--- config.mk ---
export PLATFORM = sky130hd
export DESIGN_NAME = ffa_queue
export DESIGN_NICKNAME = d
export VERILOG_FILES = /design/src/rtl/ffa_pkg.sv /design/src/rtl/ffa_queue.sv
export SDC_FILE = /design/constraint.sdc
export NUM_CORES = 1
export LEC_CHECK = 0
export ABC_AREA = 1
export BUFFER_PORTS_ARGS = -buffer_cell sky130_fd_sc_hd__clkbuf_2
export CAP_MARGIN = 30
export CORE_MARGIN = 5
export CORE_UTILIZATION = 53
export CTS_CLUSTER_SIZE = 14
export DETAILED_ROUTE_END_ITERATION = 8
export PLACE_DENSITY_LB_ADDON = 0.1
export SETUP_SLACK_MARGIN = 0.02
export SYNTH_ARGS = -nofsm -noshare
export SYNTH_HDL_FRONTEND = slang
export SYNTH_SLANG_ARGS = --single-unit
export TNS_END_PERCENT = 10
--- constraint.sdc ---
create_clock -name clk -period 3.2 [get_ports clk]
set_input_delay 0 -clock clk [delete_from_list [all_inputs] [get_ports clk]]
set_output_delay 0 -clock clk [all_outputs]
set_load 0.1 [all_outputs]
--- src/rtl/ffa_pkg.sv ---
// Shared types, sizes and helpers for the first-fit allocator.
// No dependencies; every other file in rtl/ but ffa_ram imports this package.
package ffa_pkg;

    localparam int POOL_UNITS  = 128;
    localparam int MAX_HANDLES = 128;
    localparam int QDEPTH      = 2;

    // unit numbers 0..POOL_UNITS, unit index 0..POOL_UNITS-1
    localparam int UNIT_W  = $clog2(POOL_UNITS + 1);
    localparam int UIDX_W  = (POOL_UNITS > 1) ? $clog2(POOL_UNITS) : 1;
    // handle counts 0..MAX_HANDLES, handle index 0..MAX_HANDLES-1
    localparam int HCNT_W  = $clog2(MAX_HANDLES + 1);
    localparam int HIDX_W  = (MAX_HANDLES > 1) ? $clog2(MAX_HANDLES) : 1;
    localparam int VAL_W   = (UNIT_W > HCNT_W) ? UNIT_W : HCNT_W;
    localparam int PS_W    = (UNIT_W > 8) ? UNIT_W : 8;

    localparam logic [7:0] POOL_SIZE_RESET = 8'd128;

    // request kinds
    localparam logic [1:0] FUNC_ALLOC  = 2'd0;
    localparam logic [1:0] FUNC_ERASE  = 2'd1;
    localparam logic [1:0] FUNC_DEFRAG = 2'd2;

    // response status codes
    localparam logic [1:0] ST_OK      = 2'd0;
    localparam logic [1:0] ST_NULL    = 2'd1;
    localparam logic [1:0] ST_ILLEGAL = 2'd2;

    typedef struct packed {
        logic [1:0]         func;
        logic signed [15:0] argument;
    } req_t;

    typedef struct packed {
        logic [1:0] status;
        logic [7:0] handle;
    } rsp_t;

    // classified command passed from front to back
    typedef enum logic [2:0] {
        OP_ALLOC   = 3'd0,
        OP_ERASE   = 3'd1,
        OP_DEFRAG  = 3'd2,
        OP_NULL    = 3'd3,
        OP_ILLEGAL = 3'd4
    } op_t;

    typedef struct packed {
        op_t              op;
        logic [VAL_W-1:0] val;
    } cmd_t;

    typedef struct packed {
        logic valid;
        cmd_t cmd;
    } cmd_push_t;

    // bit i covers unit i+1
    function automatic logic [POOL_UNITS-1:0] range_mask(
        input logic [UNIT_W-1:0] lo,
        input logic [UNIT_W-1:0] hi
    );
        logic [POOL_UNITS-1:0] m;
        for (int i = 0; i < POOL_UNITS; i++) begin
            m[i] = (UNIT_W'(i + 1) >= lo) && (UNIT_W'(i + 1) <= hi);
        end
        return m;
    endfunction

    // lowest n units set
    function automatic logic [POOL_UNITS-1:0] low_mask(input logic [UNIT_W-1:0] n);
        logic [POOL_UNITS-1:0] m;
        for (int i = 0; i < POOL_UNITS; i++) begin
            m[i] = UNIT_W'(i) < n;
        end
        return m;
    endfunction

endpackage

--- src/rtl/ffa_queue.sv ---
// Short command queue between the front end and the allocator engine.
// Depends on ffa_pkg.
module ffa_queue (
    input  logic               clk,
    input  logic               rst_n,
    input  ffa_pkg::cmd_push_t push,
    output logic               full,
    input  logic               pop,
    output logic               not_empty,
    output ffa_pkg::cmd_t      head
);
    import ffa_pkg::*;

    localparam int QP_W = (QDEPTH > 1) ? $clog2(QDEPTH) : 1;
    localparam int QC_W = $clog2(QDEPTH + 1);

    cmd_t            entry_reg [QDEPTH];
    logic [QP_W-1:0] wr_ptr_reg, wr_ptr_next;
    logic [QP_W-1:0] rd_ptr_reg, rd_ptr_next;
    logic [QC_W-1:0] count_reg, count_next;
    logic            do_push, do_pop;

    assign full      = (count_reg == QC_W'(QDEPTH));
    assign not_empty = (count_reg != '0);
    assign head      = entry_reg[rd_ptr_reg];
    assign do_push   = push.valid && !full;
    assign do_pop    = pop && not_empty;

    always_comb
    begin
        wr_ptr_next = wr_ptr_reg;
        rd_ptr_next = rd_ptr_reg;
        count_next  = count_reg;
        if (do_push)
        begin
            wr_ptr_next = (wr_ptr_reg == QP_W'(QDEPTH - 1)) ? '0 : wr_ptr_reg + 1'b1;
        end
        if (do_pop)
        begin
            rd_ptr_next = (rd_ptr_reg == QP_W'(QDEPTH - 1)) ? '0 : rd_ptr_reg + 1'b1;
        end
        if (do_push && !do_pop)
        begin
            count_next = count_reg + 1'b1;
        end
        else if (do_pop && !do_push)
        begin
            count_next = count_reg - 1'b1;
        end
    end

    always_ff @(posedge clk or negedge rst_n)
    begin
        if (!rst_n)
        begin
            wr_ptr_reg <= '0;
            rd_ptr_reg <= '0;
            count_reg  <= '0;
        end
        else
        begin
            wr_ptr_reg <= wr_ptr_next;
            rd_ptr_reg <= rd_ptr_next;
            count_reg  <= count_next;
        end
    end

    always_ff @(posedge clk)
    begin
        if (do_push)
        begin
            entry_reg[wr_ptr_reg] <= push.cmd;
        end
    end

endmodule

==> impl_metrics.csv <==
group,metric,value,unit
clocking,htreeDepth,1,
setup_path,r2r_slack,1490,ps
sta,post-route-period-util,0.541,
min_path,min_to,"entry_reg[0][4]$_DFFE_PP_",
clocking,postCtsSetupBuffers,0,
placement,hpwl,1.29,mm
detailed_routing,drc_errors,0,
floorplanning,die_area,2940,um2
sta,fin_ws,1470,ps
detailed_routing,detail-route-antenna-nets,0,
min_path,whs_path_depth,2,
clocking,cts_made_buffers,3,
final_layout,largest_register_ff_count,22,
logic_synthesis,syn_area_per_cell,11.7,um2
flow_run,drv_cap,0,
global_route,grt.busiest_layer,"met2",
floorplanning,core-area,1920,um2
logic_synthesis,synth_simple_gate_area_share,0.203,
floorplanning,die_y,54.2,um
placement,dpl_worst_slack,1500,ps
final_layout,final_common_cell,"nand2_1",
logic_synthesis,synth-compound-area-share,0.00483,
sta,hold_viol,0,
logic_synthesis,yosys_warnings,0,
global_route,antenna_found_initial,0,
global_route,grt_pass1_wl,2.91,mm
global_route,grt_util_met3,0.0327,
sta,timing.hold.ws,407,ps
placement,dp_cells,141,
logic_synthesis,yosys.area_share.xor_xnor,0.00844,
sta,fin_tns_setup,0,ps
sta,setup_viol,0,
global_route,grt_max_degree,15,
logic_synthesis,synth_cells,89,
sta,fin_skew,1.19,ps
floorplanning,io_pins,28,
placement,place.gp.congestion,0.836,
final_layout,areaGrowthSynthToFinish,33.3,%
final_layout,layout.cells.non_filler,160,
floorplanning,rows,16,
min_path,min_path_type,"in2reg",
status,outcome,"finished, final reports clean",
logic_synthesis,synth_top_family_by_area,"simple AND/OR/NAND/NOR gates",
setup_path,arrival,1730,ps
detailed_routing,via_per_inst,4.44,
global_route,use_met1,0.158,
setup_path,crit_type,"reg2out",
global_route,grtUsageMet2,0.267,
clocking,clock_latency,310,ps
clocking,cts_hold_buf,15,
final_layout,final_cell_mix,"nand2_1, clkbuf_2, edfxtp_1",
clocking,cts_sinks,26,
setup_path,crit-reg2reg-capture,"entry_reg[1][9]$_DFFE_PP_",
sta,slew_headroom,0.394,
detailed_routing,first_pass_iters,4,
final_layout,diodes,0,
detailed_routing,drt-initial-drc-count,4,
logic_synthesis,syn_area,1040,um2
floorplanning,die_x,54.2,um
setup_path,r2r_start,"count_reg[1]$_DFFE_PN0P_",
sta,max_freq,578,MHz
logic_synthesis,yosys.cell_types.count,15,
clocking,cts.path.max_buffers,2,
min_path,hp-start,"push[4]",
sta,finalCriticalPeriod,1730,ps
setup_path,cp.required,3200,ps
placement,portBuffers,27,
setup_path,cp-end-kind,"output port",
setup_path,r2r_cells,3,
logic_synthesis,synth_fa_ha_area_frac,0.0121,
global_route,grt.total_usage,0.147,
sta,worst_slew_pin_slew,905,ps
sta,rsz0062_at_grt,"false",
detailed_routing,wl_per_cell,11.5,um
floorplanning,start_util,0.540,
logic_synthesis,synth.area.mux_share,0,
final_layout,drive_gt1_frac,0.286,
logic_synthesis,yosysSeqAreaShare,0.733,
clocking,cts_root_buf,"clkbuf_4",
detailed_routing,vias,710,
sta,finalMaxSlewViolations,0,
setup_path,crit_fanout,13,
detailed_routing,wl,1.83,mm
global_route,grt_pass1_vias,699,
clocking,clkTransAtPathRegs,130,ps
global_route,overflow,0,
logic_synthesis,synth_fp_nets,105,
final_layout,num-nets-final,150,
setup_path,startpoint_type,"flop",
clocking,cts_tree,"yes",
logic_synthesis,synth_seq_cells,26,
clocking,cts-resized-gates,0,
[final cells by class]
type	count	area, um2
timing repair buffer	42	285
sequential	26	761
multi-input combinational	53	236
clock buffer	4	36.3
tap	27	33.8
inverter	8	30.0
fill	150	539
[worst max-delay path, cell delays in order, from the launching register on]
cell and delay, ps:
dfrtp_1 560, inv_2 260, nand2_1 80, nand2_1 70
clkbuf_2 450
[kinds of logic after synthesis]
logic type	count (synthesis)
XOR/XNOR	1
buffers and inverters	10
flip-flops	26
adder cells (fa/ha/maj)	1
AO/OA/AOI/OAI	1
AND/OR/NAND/NOR	50
[worst max path at each step]
| stage | start | endpoint |
|---|---|---|
| final | rd_ptr_reg$_DFFE_PN0P_ | head[7] |
| after global placement | count_reg[1]$_DFFE_PN0P_ | entry_reg[1][4]$_DFFE_PP_ |
| after CTS | rd_ptr_reg$_DFFE_PN0P_ | head[7] |
| after detailed placement | count_reg[1]$_DFFE_PN0P_ | entry_reg[1][4]$_DFFE_PP_ |
| after global routing | count_reg[1]$_DFFE_PN0P_ | entry_reg[1][9]$_DFFE_PP_ |
| after floorplan | count_reg[0]$_DFFE_PN0P_ | count_reg[1]$_DFFE_PN0P_ |
[cell usage after synthesis]
| master | n | area (um2) |
|---|---|---|
| inv_2 | 2 | 7.51 |
| ha_1 | 1 | 12.5 |
| nand4_1 | 1 | 6.26 |
| nor2_4 | 1 | 11.3 |
| nand3_1 | 2 | 10.0 |
| buf_2 | 2 | 10.0 |
| xnor2_1 | 1 | 8.76 |
| inv_1 | 6 | 22.5 |
| nor2_1 | 1 | 3.75 |
| edfxtp_1 | 22 | 661 |
| nor2_2 | 1 | 6.26 |
| o21ai_0 | 1 | 5.00 |
| nand2_2 | 3 | 18.8 |
| dfrtp_1 | 4 | 100 |
| nand2_1 | 41 | 154 |
[per-stage QoR]
stage	instance area (um2)	utilization
5_1_grt	1380	0.719
4_1_cts	1380	0.719
3_3_place_gp	1200	0.622
6_report	1380	0.719
3_5_place_dp	1200	0.622
2_1_floorplan	1040	-
[routing by layer]
metal / routed length (um) / share of wire
met2: 964 / 0.53
met4: 13 / 0.0071
met3: 100 / 0.055
met1: 755 / 0.41
met5: 0 / 0
Power is left out: the tool's default activity adds up to more than one toggle a clock period on the data nets, which glitch-free logic cannot reach.
