### src/rtl/ffa_pkg.sv
// Shared types, sizes and helpers for the first-fit allocator.
// No dependencies; every other file in rtl/ but ffa_ram imports this package.
package ffa_pkg;

    localparam int POOL_UNITS  = 128;
    localparam int MAX_HANDLES = 128;
    localparam int QDEPTH      = 2;

    // unit numbers 0..POOL_UNITS, unit index 0..POOL_UNITS-1
    localparam int UNIT_W  = $clog2(POOL_UNITS + 1);
    localparam int UIDX_W  = (POOL_UNITS > 1) ? $clog2(POOL_UNITS) : 1;
    // handle counts 0..MAX_HANDLES, handle index 0..MAX_HANDLES-1
    localparam int HCNT_W  = $clog2(MAX_HANDLES + 1);
    localparam int HIDX_W  = (MAX_HANDLES > 1) ? $clog2(MAX_HANDLES) : 1;
    localparam int VAL_W   = (UNIT_W > HCNT_W) ? UNIT_W : HCNT_W;
    localparam int PS_W    = (UNIT_W > 8) ? UNIT_W : 8;

    localparam logic [7:0] POOL_SIZE_RESET = 8'd128;

    // request kinds
    localparam logic [1:0] FUNC_ALLOC  = 2'd0;
    localparam logic [1:0] FUNC_ERASE  = 2'd1;
    localparam logic [1:0] FUNC_DEFRAG = 2'd2;

    // response status codes
    localparam logic [1:0] ST_OK      = 2'd0;
    localparam logic [1:0] ST_NULL    = 2'd1;
    localparam logic [1:0] ST_ILLEGAL = 2'd2;

    typedef struct packed {
        logic [1:0]         func;
        logic signed [15:0] argument;
    } req_t;

    typedef struct packed {
        logic [1:0] status;
        logic [7:0] handle;
    } rsp_t;

    // classified command passed from front to back
    typedef enum logic [2:0] {
        OP_ALLOC   = 3'd0,
        OP_ERASE   = 3'd1,
        OP_DEFRAG  = 3'd2,
        OP_NULL    = 3'd3,
        OP_ILLEGAL = 3'd4
    } op_t;

    typedef struct packed {
        op_t              op;
        logic [VAL_W-1:0] val;
    } cmd_t;

    typedef struct packed {
        logic valid;
        cmd_t cmd;
    } cmd_push_t;

    // bit i covers unit i+1
    function automatic logic [POOL_UNITS-1:0] range_mask(
        input logic [UNIT_W-1:0] lo,
        input logic [UNIT_W-1:0] hi
    );
        logic [POOL_UNITS-1:0] m;
        for (int i = 0; i < POOL_UNITS; i++) begin
            m[i] = (UNIT_W'(i + 1) >= lo) && (UNIT_W'(i + 1) <= hi);
        end
        return m;
    endfunction

    // lowest n units set
    function automatic logic [POOL_UNITS-1:0] low_mask(input logic [UNIT_W-1:0] n);
        logic [POOL_UNITS-1:0] m;
        for (int i = 0; i < POOL_UNITS; i++) begin
            m[i] = UNIT_W'(i) < n;
        end
        return m;
    endfunction

endpackage

### src/rtl/ffa_front.sv
// Request front end: takes request transfers and classifies them into commands.
// Depends on ffa_pkg.
module ffa_front (
    input  logic          req_valid,
    output logic          req_ready,
    input  ffa_pkg::req_t req,
    input  logic          q_full,
    output ffa_pkg::cmd_push_t push
);
    import ffa_pkg::*;

    logic alloc_bad;
    logic erase_bad;

    // argument checks that need no state
    assign alloc_bad = (req.argument < 16'sd1)
                    || (req.argument > $signed(16'(POOL_UNITS)));
    assign erase_bad = (req.argument < 16'sd1)
                    || (req.argument > $signed(16'(MAX_HANDLES)));

    assign req_ready = !q_full;

    always_comb
    begin
        push.valid   = req_valid && !q_full;
        push.cmd.op  = OP_DEFRAG;
        push.cmd.val = VAL_W'(req.argument[VAL_W-1:0]);
        unique case (req.func)
            FUNC_ALLOC:  push.cmd.op = alloc_bad ? OP_NULL : OP_ALLOC;
            FUNC_ERASE:  push.cmd.op = erase_bad ? OP_ILLEGAL : OP_ERASE;
            FUNC_DEFRAG: push.cmd.op = OP_DEFRAG;
            default:     push.valid  = 1'b0;   // unused kind: taken and dropped
        endcase
    end

endmodule

### config.mk
export PLATFORM = sky130hd
export DESIGN_NAME = ffa_front
export DESIGN_NICKNAME = d
export VERILOG_FILES = /design/src/rtl/ffa_pkg.sv /design/src/rtl/ffa_front.sv
export SDC_FILE = /design/constraint.sdc
export NUM_CORES = 1
export LEC_CHECK = 0
export BUFFER_PORTS_ARGS = -buffer_cell sky130_fd_sc_hd__buf_2
export CORE_AREA = 2 2 39 41
export DETAILED_ROUTE_END_ITERATION = 7
export DIE_AREA = 0 0 41 43
export PLACE_DENSITY_LB_ADDON = 0.1
export SLEW_MARGIN = 20
export SYNTH_ARGS = -nofsm -noshare
export SYNTH_HDL_FRONTEND = slang
export SYNTH_SLANG_ARGS = --single-unit
### constraint.sdc
create_clock -name vclk -period 1.15
set_input_delay 0.115 -clock vclk [all_inputs]
set_output_delay 0.115 -clock vclk [all_outputs]
set_load 0.02 [all_outputs]
==> impl_results.md, run 1 <==
- Status: complete, but fails checks
- Failing checks: setup timing
- Share of power burned in registers: 0%
- Initial antenna violation count: 0
- Max-Cap Viols: 0
- Die height: 43 um
- Relative slew slack: 78.3%
- Switching share of power: 51.6%
- Critical-path maximum fanout: 2
- Post-synth cell types: 14
- Antenna viol nets, final: 0
- Clock buffer count: 0
- WS Path Type: in2out
- Mean Syn Cell Area: 7.61 um2
- Die Width: 41 um
- Seq/Total Area, Yosys: 0%
- Critical path endpoint category: output port
- I/O Pins: 33
- Reg area: 0 um2
- Global Route met1 Usage: 6.65%
- Cells along the critical path: buf_2 > nor4_2 > nand2_1 > a211oi_2 > mux2_4 > buf_2
- Mapped cell area: 183 um2
- GRT overflow: 0
- Die area: 1760 um2
- Worst hold path cell count: 2
- Hold EP: push[3]
- Clock power share: 0%
- Int Power: 0.0000656 W
- Vias in the first global route: 210
- Routed len/inst: 7.67 um
- WL final: 514 um
- Hold slack: 0.457 ns
- Filler instances: 165
- Unrepaired setup endpoints after global routing: yes
- TritonRoute pass-1 iters: 3
- Final setup violation count: 3
- Max Slew Vio Count: 0
- GRT busiest layer: met2
- Core Region: 1380 um2
- Power density cells: 357 nW/um2
- Gpl congestion: 0.648
- Layout Nets: 73
- LEAKAGE: 0.197 nW
- Final hold vios: 0
- Required time of the critical path: 1.03 ns
- Placed instance count: 67
- Fin cells: 67
- Met2 Use GR: 10.6%
- CP Launch Type: input pin
- Worst path arrival time: 1.28 ns
- Setup TNS: -0.608 ns
- Worst slew pin tran: 0.323 ns
- Final worst path period share: 122%
- Peak supply drop: 121 uV
- Syn Nets: 44
- Critical path's most frequent cell: buf_2
- Vias post-DR: 261
- Final worst-path setup slack: -0.250 ns
- Vias per std cell: 3.90
- FP Rows: 14
- Largest net degree at the start of global routing: 5
- Slowest cell on crit path: mux2_4
- Layout area overhead: 108%
- Switching power: 0.0000699 W
- Fraction of layout cells with a size suffix above 1: 80.4%
- PortBufs: 33
- Hold Path Origin: req[3]
- Max incr delay on CP: 0.32 ns
- Initial cell density of the core: 13.2%
- Hold Path Class: in2out
- ANT cells: 0
- Tmin final: 1.40 ns
- Overall Global Routing Usage: 5.59%
- Sequential cell count: 0
- First-pass GRT wire length: 759 um
- Peak Freq: 714 MHz
- Post-layout util: 27.4%
- Synth warn: 0
- DR DRC count: 0
- DR iter-0 viols: 2
- M3 GR Usage: 0.524%
- Synth Instances: 24
- Comb pwr share: 100.0%
## cell usage in the layout, fill, tap and decap left out, drive strengths merged
cell,n
nand2,2
o21bai,1
nor4,4
mux2,1
nor2,1
a211oi,1
a21boi,1
and2b,1
inv,1
nor2b,1
nor3,1
buf,35
and3,1
## worst max path at each step
stage,startpoint,end,slack [ns]
2_1_floorplan,req[2],push[8],-0.04
3_3_place_gp,req[2],push[10],-0.30
6_report,req[12],push[8],-0.25
5_1_grt,req[9],push[8],-0.34
4_1_cts,req[2],push[8],-0.27
3_5_place_dp,req[13],push[8],-0.30
## cell type report
type | instances | area [um2] | area share, %
Timing Repair Buffer | 35 | 211 | 55.8
Multi-Input combinational cell | 15 | 144 | 38.0
Tap cell | 16 | 20.0 | 5.28
Inverter | 1 | 3.75 | 0.990
## cell usage after synthesis
| master | number | share of area, % |
|---|---|---|
| mux2_1 | 1 | 6.2 |
| nand2_1 | 2 | 4.1 |
| nor4_4 | 1 | 12 |
| a211oi_2 | 1 | 6.8 |
| nor2_1 | 1 | 2.1 |
| nor3_1 | 1 | 2.7 |
| and2b_1 | 1 | 4.1 |
| inv_1 | 1 | 2.1 |
| o21bai_1 | 1 | 4.1 |
| a21boi_2 | 1 | 6.2 |
| and3_1 | 1 | 3.4 |
| nor4_1 | 3 | 10 |
| nor2b_1 | 1 | 3.4 |
| buf_4 | 8 | 33 |
## cell families after synthesis
group | Yosys count | share of synthesized area, %
buffers and inverters | 9 | 34.9
and+or+nand+nor | 11 | 41.8
muxes | 1 | 6.16
AOI/OAI and AO/OA | 3 | 17.1
## power by group through the flow
stage	Sequential (W)	Combinational, W	Clock [W]
6_report	0	0.000136	0
4_1_cts	0	0.000129	0
5_1_grt	0	0.000147	0
2_1_floorplan	0	0.0000723	0
3_5_place_dp	0	0.000120	0
3_3_place_gp	0	0.000122	0
## stage by stage
stage	power, W	instance area [um2]	worst slack [ns]
finish	0.000136	379	-0.250
global route	0.000147	379	-0.336
CTS	0.000129	358	-0.274
detailed placement	0.000120	333	-0.296
global placement	0.000122	333	-0.295
floorplan	0.0000723	193	-0.0384
## routing by layer
metal  vias up  wire length [um]
li1        134                 -
met1       111               157
met2        16               294
met3         0                62
met4         0                 0
met5         -                 0
## worst max-delay path: cells and delay by family
| family | cells | cell delay (ns) |
|---|---|---|
| simple gates | 2 | 0.33 |
| mux | 1 | 0.32 |
| buf+inv | 2 | 0.26 |
| compound gates | 1 | 0.26 |
## repair_timing
action / CTS / global route
hold endpoints to repair: 0 / 0
setup buffers: 0 / 0
hold buffers: 0 / 0
setup endpoints to repair: 3 / 3
pin swaps: 0 / 2
resized for setup: 5 / 3
Note: power is estimated with default switching activity, not from simulation.
==> inputs of run 2 (changes only) <==
- CELL_PAD_IN_SITES_DETAIL_PLACEMENT: default -> 1
- CELL_PAD_IN_SITES_GLOBAL_PLACEMENT: default -> 1
- CORE_AREA: 2 2 39 41 -> default
- CORE_MARGIN: default -> 2
- CORE_UTILIZATION: default -> 14
- DIE_AREA: 0 0 41 43 -> default
==> run 2 against run 1 <==
  * The flow still finishes with violations (setup timing)
  * Die area decreased by 8.7%
  * Global-route usage is 3.3 points higher
  * Combinational power is 6% higher
  * Routed wire length up 39%
  * Via count rose by 6.1%
  * Cell count unchanged
  * Flip-flop and latch count is the same
  * Utilization grew 4.1 points
  * Sequential share of layout area stayed put
  * Count of clock-buffer cells in the layout stayed put
  * Non-clock buffer count up 1
  * Power is 6.2% higher
==> impl_results.md, run 2 (same netlist as run 1, synthesis figures left out) <==
- Status: complete, but fails checks
- Failing checks: setup timing
- Hold Path Origin: req[1]
- Switching power: 0.0000731 W
- Relative slew slack: 79.5%
- Routed len/inst: 10.6 um
- ANT cells: 0
- TritonRoute pass-1 iters: 1
- Critical path endpoint category: output port
- Clock power share: 0%
- Max Slew Vio Count: 0
- Hold slack: 0.458 ns
- Tmin final: 1.46 ns
- I/O Pins: 33
- DR iter-0 viols: 0
- Final worst path period share: 127%
- Share of power burned in registers: 0%
- DR DRC count: 0
- Filler instances: 165
- Hold buffer count at cts: 0
- Fraction of layout cells with a size suffix above 1: 80.8%
- Multi-input logic area: 144 um2
- Reg area: 0 um2
- CP Launch Type: input pin
- Post-layout util: 31.5%
- Hold Path Class: in2out
- Vias in the first global route: 294
- Die height: 40.1 um
- Peak Freq: 683 MHz
- Final setup violation count: 3
- Switching share of power: 50.8%
- Comb pwr share: 100.0%
- GRT overflow: 0
- Vias per std cell: 4.13
- Worst path arrival time: 1.35 ns
- FP Rows: 13
- Core Region: 1250 um2
- Power density cells: 365 nW/um2
- Final Total Pwr: 0.000144 W
- Largest net degree at the start of global routing: 5
- Worst slew pin tran: 0.305 ns
- Gpl congestion: 0.519
- Initial antenna violation count: 0
- Die area: 1610 um2
- Overall Global Routing Usage: 8.90%
- First-pass GRT wire length: 1020 um
- Final hold vios: 0
- Layout Nets: 74
- Leading cell type in the layout, fill and taps excluded: buf_2
- Unrepaired setup endpoints after global routing: yes
- Die Width: 40.1 um
- Worst hold path cell count: 2
- Setup TNS: -0.841 ns
- Clock buffer count: 0
- Commonest cells after routing, fill and taps aside: 26 x buf_2, 6 x buf_6, 4 x buf_4, 2 x nor4_4, 2 x nand2_1
- Hold EP: push[1]
- Peak supply drop: 102 uV
- Sequential cell count: 0
- Antenna viol nets, final: 0
- PortBufs: 33
- WS Path Type: in2out
- WL final: 713 um
- LEAKAGE: 0.205 nW
- Layout area overhead: 116%
- Initial cell density of the core: 14.6%
- Max-Cap Viols: 0
- Int Power: 0.0000708 W
- Critical-path maximum fanout: 2
- Required time of the critical path: 1.03 ns
- Vias post-DR: 277
- Final worst-path setup slack: -0.314 ns
## run 2: cell types whose count changed in the layout (fill, tap and decap cells not counted)
cell,change
buf_2,-2
buf_4,+2
buf_6,+1
## run 2: power by group through the flow
stage,Combinational [W],Sequential [W],Clock (W)
2_1_floorplan,0.0000723,0,0
3_3_place_gp,0.000120,0,0
3_5_place_dp,0.000126,0,0
4_1_cts,0.000137,0,0
5_1_grt,0.000156,0,0
6_report,0.000144,0,0
## run 2: repair_timing
action | CTS | global route
gates resized for setup | 8 | 4
setup endpoints to repair | 3 | 3
pin swaps | 4 | 3
buffers inserted | 0 | 0
## run 2: worst max-delay path by stage
stage | slack, ns | from | depth (start not counted) | endpoint
2_1_floorplan | -0.04 | req[2] | 4 | push[8]
3_3_place_gp | -0.36 | req[13] | 6 | push[8]
3_5_place_dp | -0.37 | req[13] | 7 | push[10]
4_1_cts | -0.36 | req[1] | 7 | push[10]
5_1_grt | -0.44 | req[13] | 7 | push[10]
6_report | -0.31 | req[14] | 7 | push[10]
## run 2: area by class of cell
cell class | instances | share of cell area, %
inverter | 1 | 0.952
multi-input combinational | 15 | 36.5
tap | 15 | 4.76
timing repair buffer | 36 | 57.8
## run 2: worst max-delay path: stages
cell	delay, ns
buf_6	0.10
nor4_4	0.25
nand2_1	0.11
a211oi_2	0.30
buf_4	0.17
and2b_1	0.18
buf_6	0.13
## run 2: routing by layer
layer / GRT usage, % / wire length [um] / up-vias
met5: 0 / 0 / -
met4: 0 / 0 / 0
met3: 0 / 63 / 0
met2: 22.6 / 420 / 19
met1: 7.14 / 228 / 123
li1: - / - / 135
## run 2: stage by stage
step | instances | area (um2) | setup WS [ns]
2_1_floorplan | 24 | 193 | -0.0384
3_5_place_dp | 67 | 339 | -0.365
3_3_place_gp | 67 | 339 | -0.357
4_1_cts | 67 | 367 | -0.355
6_report | 67 | 394 | -0.314
5_1_grt | 67 | 394 | -0.435
